## src/rtl/core/crc16rpc_pkg.sv

```systemverilog
// ----------------------------------------------------------------------------
// crc16rpc_pkg
// Shared types, constants and the byte-wide crc update for the response
// packet checker.
// ----------------------------------------------------------------------------
package crc16rpc_pkg;

   // crc polynomial, data bits enter lsb first, initial value zero
   localparam logic [15:0] CRC_POLY = 16'h8005;
   localparam logic [15:0] CRC_INIT = 16'h0000;

   // packet count limits (count includes itself and two crc bytes)
   localparam logic [7:0] MIN_PACKET = 8'd3;
   localparam logic [7:0] MAX_PACKET = 8'd64;

   // width of the packet position and count state
   localparam int unsigned POS_W = 7;

   // one result transaction
   typedef struct packed {
      logic        packet_end;
      logic        crc_ok;
      logic        length_error;
      logic [15:0] crc_value;
   } result_type;

   // crc update over one byte, lsb of the data first
   function automatic logic [15:0] crc_byte(input logic [15:0] crc_cur,
                                            input logic [7:0]  data);
      logic [15:0] crc_nxt;
      logic        fb;
      crc_nxt = crc_cur;
      for (int i = 0; i < 8; i++) begin
         fb      = data[i] ^ crc_nxt[15];
         crc_nxt = {crc_nxt[14:0], 1'b0} ^ (fb ? CRC_POLY : 16'h0000);
      end
      return crc_nxt;
   endfunction

endpackage

```

## src/rtl/core/crc16rpc_engine.sv

```systemverilog
// ----------------------------------------------------------------------------
// crc16rpc_engine
// Packet parse state and crc accumulation; turns one accepted byte into one
// result in the same cycle and updates the packet state at the clock edge.
// ----------------------------------------------------------------------------
module crc16rpc_engine (
   input  logic                     clock,
   input  logic                     reset,
   input  logic                     take,
   input  logic [7:0]               data_byte,
   output crc16rpc_pkg::result_type result
);
   import crc16rpc_pkg::*;

   logic [15:0]      crc_accum_ff, crc_accum_in;
   logic [POS_W-1:0] bytes_seen_ff, bytes_seen_in;
   logic [POS_W-1:0] packet_total_ff, packet_total_in;
   logic [7:0]       received_crc_low_ff, received_crc_low_in;

   logic [15:0] crc_upd;
   logic [7:0]  pos_plus2;
   logic [7:0]  total_ext;

   assign crc_upd   = crc_byte(bytes_seen_ff == '0 ? CRC_INIT : crc_accum_ff, data_byte);
   assign pos_plus2 = {1'b0, bytes_seen_ff} + 8'd2;
   assign total_ext = {1'b0, packet_total_ff};

   // next state and result for the byte on the input
   always_comb begin
      crc_accum_in        = crc_accum_ff;
      bytes_seen_in       = bytes_seen_ff;
      packet_total_in     = packet_total_ff;
      received_crc_low_in = received_crc_low_ff;
      result              = '0;
      if (bytes_seen_ff == '0) begin
         if (data_byte < MIN_PACKET || data_byte > MAX_PACKET) begin
            // rejected count byte ends the packet at once
            result.packet_end   = 1'b1;
            result.length_error = 1'b1;
            crc_accum_in        = CRC_INIT;
         end else begin
            crc_accum_in     = crc_upd;
            packet_total_in  = data_byte[POS_W-1:0];
            bytes_seen_in    = POS_W'(1);
            result.crc_value = crc_upd;
         end
      end else begin
         result.crc_value = crc_accum_ff;
         if (pos_plus2 < total_ext) begin
            // payload byte, shows the crc including this byte
            crc_accum_in     = crc_upd;
            bytes_seen_in    = bytes_seen_ff + POS_W'(1);
            result.crc_value = crc_upd;
         end else if (pos_plus2 == total_ext) begin
            // low crc byte
            received_crc_low_in = data_byte;
            bytes_seen_in       = bytes_seen_ff + POS_W'(1);
         end else begin
            // high crc byte closes the packet
            result.packet_end = 1'b1;
            result.crc_ok     = (received_crc_low_ff == crc_accum_ff[7:0]) &&
                                (data_byte == crc_accum_ff[15:8]);
            crc_accum_in      = CRC_INIT;
            bytes_seen_in     = '0;
         end
      end
   end

   // packet state registers
   always_ff @(posedge clock) begin
      if (reset) begin
         crc_accum_ff        <= CRC_INIT;
         bytes_seen_ff       <= '0;
         packet_total_ff     <= '0;
         received_crc_low_ff <= '0;
      end else if (take) begin
         crc_accum_ff        <= crc_accum_in;
         bytes_seen_ff       <= bytes_seen_in;
         packet_total_ff     <= packet_total_in;
         received_crc_low_ff <= received_crc_low_in;
      end
   end

   // inside a packet the position never reaches the count
   a_pos_below_total: assert property (@(posedge clock) disable iff (reset)
      (bytes_seen_ff == '0) || (bytes_seen_ff < packet_total_ff))
      else $error("packet position ran past the count");

   // a packet in progress always holds a legal count
   a_total_legal: assert property (@(posedge clock) disable iff (reset)
      (bytes_seen_ff != '0) |-> (total_ext >= MIN_PACKET && total_ext <= MAX_PACKET))
      else $error("packet in progress with illegal count");

   // a packet end always returns the parser to the count byte
   a_end_restarts: assert property (@(posedge clock) disable iff (reset)
      (take && result.packet_end) |=> (bytes_seen_ff == '0 && crc_accum_ff == CRC_INIT))
      else $error("parser did not restart after packet end");

endmodule

```

## src/rtl/core/crc16rpc_skid.sv

```systemverilog
// ----------------------------------------------------------------------------
// crc16rpc_skid
// Result register with one skid entry, so a new byte is taken while a
// finished result still waits on the output.
// ----------------------------------------------------------------------------
module crc16rpc_skid (
   input  logic                     clock,
   input  logic                     reset,
   input  logic                     in_valid,
   output logic                     in_ready,
   input  crc16rpc_pkg::result_type in_result,
   output logic                     out_valid,
   input  logic                     out_ready,
   output crc16rpc_pkg::result_type out_result
);
   import crc16rpc_pkg::*;

   logic       out_valid_ff, out_valid_in;
   logic       skid_valid_ff, skid_valid_in;
   result_type out_data_ff, out_data_in;
   result_type skid_data_ff, skid_data_in;
   logic       out_take;

   assign out_take   = out_valid_ff && out_ready;
   assign in_ready   = !skid_valid_ff;
   assign out_valid  = out_valid_ff;
   assign out_result = out_data_ff;

   // output and skid entry control
   always_comb begin
      out_valid_in  = out_valid_ff;
      skid_valid_in = skid_valid_ff;
      out_data_in   = out_data_ff;
      skid_data_in  = skid_data_ff;
      if (skid_valid_ff) begin
         if (out_take) begin
            out_data_in   = skid_data_ff;
            skid_valid_in = 1'b0;
         end
      end else if (in_valid) begin
         if (!out_valid_ff || out_take) begin
            out_data_in  = in_result;
            out_valid_in = 1'b1;
         end else begin
            skid_data_in  = in_result;
            skid_valid_in = 1'b1;
         end
      end else if (out_take) begin
         out_valid_in = 1'b0;
      end
   end

   // valid flags
   always_ff @(posedge clock) begin
      if (reset) begin
         out_valid_ff  <= 1'b0;
         skid_valid_ff <= 1'b0;
      end else begin
         out_valid_ff  <= out_valid_in;
         skid_valid_ff <= skid_valid_in;
      end
   end

   // payload registers
   always_ff @(posedge clock) begin
      out_data_ff  <= out_data_in;
      skid_data_ff <= skid_data_in;
   end

   // the skid entry only fills behind a waiting output
   a_skid_behind_out: assert property (@(posedge clock) disable iff (reset)
      skid_valid_ff |-> out_valid_ff)
      else $error("skid entry valid with empty output register");

   // a held skid entry moves to the output when the output is taken
   a_skid_moves: assert property (@(posedge clock) disable iff (reset)
      (skid_valid_ff && out_take) |=> (out_valid_ff && !skid_valid_ff &&
                                       out_data_ff == $past(skid_data_ff)))
      else $error("skid entry lost on output take");

endmodule

```

## src/rtl/core/crc16_response_packet_checker_unit.sv

```systemverilog
// ----------------------------------------------------------------------------
// crc16_response_packet_checker_unit
// CRC-16 checker for count-prefixed response packets.
// ----------------------------------------------------------------------------
// Each accepted byte gives exactly one result transaction, registered in the
// output register or the skid entry; a byte is accepted in every cycle while
// the skid entry is empty: the unrolled eight-step crc update over one byte is
// combinational; req_tready stays high while one result waits on rsp. The first
// byte of a packet is its count (count byte, payload, two crc bytes); a count
// below 3 or above 64 ends the packet on that byte with length_error set.
// CRC-16 polynomial 0x8005, initial value 0, data lsb first, no final xor.
// rsp_tlast marks packet end; on it crc_ok tells whether the received crc
// (low byte first) matched.
// ----------------------------------------------------------------------------
module crc16_response_packet_checker_unit (
   input  logic        clock,
   input  logic        reset,
   input  logic        req_tvalid,
   output logic        req_tready,
   input  logic [7:0]  req_tdata,   // [7:0] data_byte
   output logic        rsp_tvalid,
   input  logic        rsp_tready,
   output logic [15:0] rsp_tdata,   // [15:0] crc_value
   output logic [1:0]  rsp_tuser,   // [0] crc_ok, [1] length_error
   output logic        rsp_tlast    // packet_end
);
   import crc16rpc_pkg::*;

   logic       req_take;
   result_type eng_result;
   result_type rsp_result;

   assign req_take = req_tvalid && req_tready;

   // packet parse and crc
   crc16rpc_engine u_engine (
      .clock     (clock),
      .reset     (reset),
      .take      (req_take),
      .data_byte (req_tdata),
      .result    (eng_result)
   );

   // result register and skid entry
   crc16rpc_skid u_skid (
      .clock      (clock),
      .reset      (reset),
      .in_valid   (req_take),
      .in_ready   (req_tready),
      .in_result  (eng_result),
      .out_valid  (rsp_tvalid),
      .out_ready  (rsp_tready),
      .out_result (rsp_result)
   );

   // output packing
   assign rsp_tdata = rsp_result.crc_value;
   assign rsp_tuser = {rsp_result.length_error, rsp_result.crc_ok};
   assign rsp_tlast = rsp_result.packet_end;

   // status flags only appear at packet end
   a_flags_at_end: assert property (@(posedge clock) disable iff (reset)
      (rsp_tvalid && (rsp_tuser[0] || rsp_tuser[1])) |-> rsp_tlast)
      else $error("status flag without packet end");

endmodule
```

## config.mk

```make
export PLATFORM = sky130hd
export DESIGN_NAME = crc16_response_packet_checker_unit
export DESIGN_NICKNAME = d
export VERILOG_FILES = /design/src/rtl/core/crc16rpc_pkg.sv /design/src/rtl/core/crc16rpc_engine.sv /design/src/rtl/core/crc16rpc_skid.sv /design/src/rtl/core/crc16_response_packet_checker_unit.sv
export SDC_FILE = /design/constraint.sdc
export NUM_CORES = 1
export LEC_CHECK = 0
export BUFFER_PORTS_ARGS = -buffer_cell sky130_fd_sc_hd__clkbuf_2
export CORE_UTILIZATION = 30
export CTS_CLUSTER_SIZE = 14
export DETAILED_ROUTE_END_ITERATION = 6
export SYNTH_ARGS = -nofsm -noshare
export SYNTH_HDL_FRONTEND = slang
export SYNTH_HIERARCHICAL = 1
export SYNTH_SLANG_ARGS = --single-unit
```

## constraint.sdc

```tcl
create_clock -name clock -period 5.2 [get_ports clock]
set_input_delay 0.52 -clock clock [delete_from_list [all_inputs] [get_ports clock]]
set_output_delay 0.52 -clock clock [all_outputs]
set_load 0.01 [all_outputs]
```

==> summary.md <==
| Metric | Value |
|---|---|
| Setup TNS | `0 ns` |
| Achievable Freq | `278.8 MHz` |
| Post-synth EDFFs | `38` |
| Leak pwr | `0.001942 uW` |
| Nets | `455` |
| Drt initial violations | `227` |
| Unique masters post-synth | `54` |
| Critical setup path kind | `reg2reg` |
| Seq cells post-synth | `78` |
| Yosys top cell by area | `edfxtp_1` |
| Antenna-violating nets left | `0` |
| Port buffer count | `32` |
| Most crowded layer after global routing | `met1` |
| Period utilization | `68.98%` |
| Met1 Track Usage GR | `19.10%` |
| Via density | `4.862` |
| GR Util met2 | `18.61%` |
| Synth top area share | `26.01%` |
| Clk_lat worst skew | `0.33 ns` |
| Row cnt | `43` |
| Largest net degree at the start of global routing | `38` |
| Power Density | `332.7 nW/um^2` |
| Root Buffer | `clkbuf_16` |
| CTS resizes | `0` |
| Crit. End Element | `flip-flop` |
| Number of H-tree levels | `3` |
| CP Max Fanout | `14` |
| Adder-cell share of the synthesized area | `2.852%` |
| Asr flop ratio synth | `0%` |
| Reg2reg setup slack | `1.61 ns` |
| Area post-placement | `4571 sq um` |
| Layout area overhead | `10.98%` |
| Yosys warning count | `6` |
| Share of post-route cells with drive strength above 1 | `17.58%` |
| Hold crit path type | `in2reg` |
| Crit path cell chain | `ha_1 -> nand3_1 -> xnor2_1 -> ha_1 -> nand4_1 -> a21oi_1 -> o21ai_0 -> a21oi_1 -> a21oi_1 -> o211ai_1 -> a21oi_1` |
| Commonest cells post-synth | `nor2_1, dfxtp_1, edfxtp_1` |
| CP peak stage delay | `0.80 ns` |
| CP most frequent cell | `a21oi_1` |
| Max Cap Viol | `0` |
| Final setup fails | `0` |
| Vias in the first global route | `2826` |
| Min cycle time layout | `3.587 ns` |
| First-pass GRT wire length | `14860 microns` |
| DPL Wire Length | `6766 microns` |
| Synth Area in Compound Gates | `8.443%` |
| Antenna fix cells | `0` |
| CTS tree | `yes` |
| Die Width | `122.9 microns` |
| Clock Sinks | `78` |
| WL final | `9218 microns` |
| Max-slew headroom | `28.38%` |
| Unrepaired setup endpoints after global routing | `false` |
| DIE AREA | `15110 sq um` |
| Peak supply drop | `116.2 uV` |
| GRT Resource Usage Total | `13.03%` |
| First-pass DRT Iterations | `4` |
| Top post-synthesis cells by area | `edfxtp_1, dfxtp_1, mux2_4, xor2_1, xnor2_1` |
| I/O pin count | `33` |
| Mapped Nets | `447` |
| Slew @ Worst Pin | `1.074 ns` |
| Final hold vios | `0` |
| Initial antenna violation count | `0` |
| Filler cells | `1431` |
| Most common cell in the netlist | `nor2_1` |
| CTS buffer count | `9` |
| Mux cell area share after synthesis | `10.47%` |
| Fin Clk Skew | `0.006095 ns` |
| CP arrival | `3.77 ns` |
| WL/cell | `14.92 microns` |
| Sequential cell area fraction in the yosys report | `44.27%` |
| Hold_buf cts | `0` |
| Worst setup SP type | `flip-flop` |
| Final instance area | `4868 sq um` |
| Die height | `122.9 microns` |
| GRT met3 Usage | `2.814%` |
| Post-synth top flop | `dfxtp_1` |
| Synth Area in XOR/XNOR | `13.75%` |
| Critical Path RT | `5.38 ns` |
| Critical-path top delay cell | `a21oi_1` |
| Post-CTS Setup Bufs | `0` |
| CTS max path bufs | `2` |
| Final Slew Violations | `0` |
| Via count | `3005` |
| Starting Density | `31.12%` |
| Area of the mapped netlist | `4387 sq um` |
| Clk slew on worst S/H paths | `0.06 ns` |
| Main combinational cell family by area after synthesis | `simple AND/OR/NAND/NOR gates` |
| Core area | `14100 sq um` |
| Syn_area_per_cell | `10.32 sq um` |
| Syn Inst Count | `425` |
| Simple-gate area share of the yosys netlist | `14.00%` |
| GRT overflow | `0` |
| Run status | `completed` |
| DRC Markers | `0` |
| Routability-driven placement congestion ratio | `0.8633` |
final cells by class:
class                   count  area, sq um  share of cell area, %
clock buffers              10        229.0                  4.703
clock inverters             6        68.82                  1.414
inverters                  16        60.06                  1.234
multi-input cells         295         2176                  44.69
flip-flops and latches     78         1942                  39.89
well taps                 180        225.2                  4.626
repair buffers             33        167.7                  3.444
power by group:
part,internal [uW],switching [uW]
logic,117,162
registers,688,22.8
clock network,375,254
layer usage:
metal / wire, microns / share of wire, % / up-vias
met5: 0 / 0 / -
met4: 101 / 1.1 / 0
met3: 628 / 6.8 / 6
met2: 3890 / 42 / 92
met1: 4598 / 50 / 1421
li1: - / - / 1486
worst max-delay path, delay by kind of cell, from the launching register on:
family | cells | cell delay, ns
AO/OA/AOI/OAI | 6 | 2.01
flip-flops | 1 | 0.42
AND/OR/NAND/NOR | 2 | 0.25
XOR/XNOR | 1 | 0.15
adder cells (fa/ha/maj) | 2 | 0.60
metrics by stage:
stage	hold slack [ns]	util [%]	power (uW)	setup WS, ns	instances
6_report	0.4119	34.54	1620	1.613	618
5_1_grt	0.4062	34.54	1689	1.215	618
4_1_cts	0.3975	34.54	1638	1.684	618
2_1_floorplan	0.4622	-	942.8	2.407	425
3_5_place_dp	0.4935	32.43	1003	1.699	602
3_3_place_gp	0.4864	32.43	996.1	1.879	602
cells by family (layout without fill, tap and decap cells):
logic type,Yosys count,count (layout)
xor+xnor,62,62
simple gates,128,128
mux,37,37
fa+ha+maj,10,10
flops,78,78
buf+inv,52,65
compound gates,58,58
state kept, by name, indices dropped and copies added, names as in the netlist:
name	flops
u_engine/bytes_seen_ff	7
u_engine/crc_accum_ff	16
u_engine/packet_total_ff	7
u_engine/received_crc_low_ff	8
u_skid/out_result	19
u_skid/out_valid	1
u_skid/skid_data_ff	19
u_skid/skid_valid_ff	1
layout by cell type, fill, tap and decap left out, drive strengths merged, types with 4 or more instances in the layout:
cell type | netlist | final
a21o | 9 | 9
a21oi | 24 | 24
clkbuf | 14 | 42
dfxtp | 40 | 40
edfxtp | 38 | 38
ha | 10 | 10
inv | 16 | 18
mux2 | 20 | 20
mux2i | 17 | 17
nand2 | 32 | 32
nand3 | 15 | 15
nand4 | 5 | 5
nor2 | 43 | 43
nor3 | 10 | 10
nor4 | 6 | 6
o21ai | 4 | 4
o22ai | 7 | 7
or3 | 4 | 4
xnor2 | 30 | 30
xor2 | 30 | 30
final timing paths:
kind,from,to,cells past startpoint
worst max-delay path,u_engine/bytes_seen_ff[2]$_SDFFE_PP0P_,u_engine/crc_accum_ff[0]$_SDFFE_PP0P_,11
worst min-delay path,rsp_tready,u_skid/skid_valid_ff$_SDFF_PP0_,2
worst max register to register,u_engine/bytes_seen_ff[2]$_SDFFE_PP0P_,u_engine/crc_accum_ff[0]$_SDFFE_PP0P_,11
worst min register to register,u_engine/packet_total_ff[0]$_SDFFE_PP0P_,u_engine/packet_total_ff[0]$_SDFFE_PP0P_,2
No activity file was read; power rests on OpenSTA's default activity.
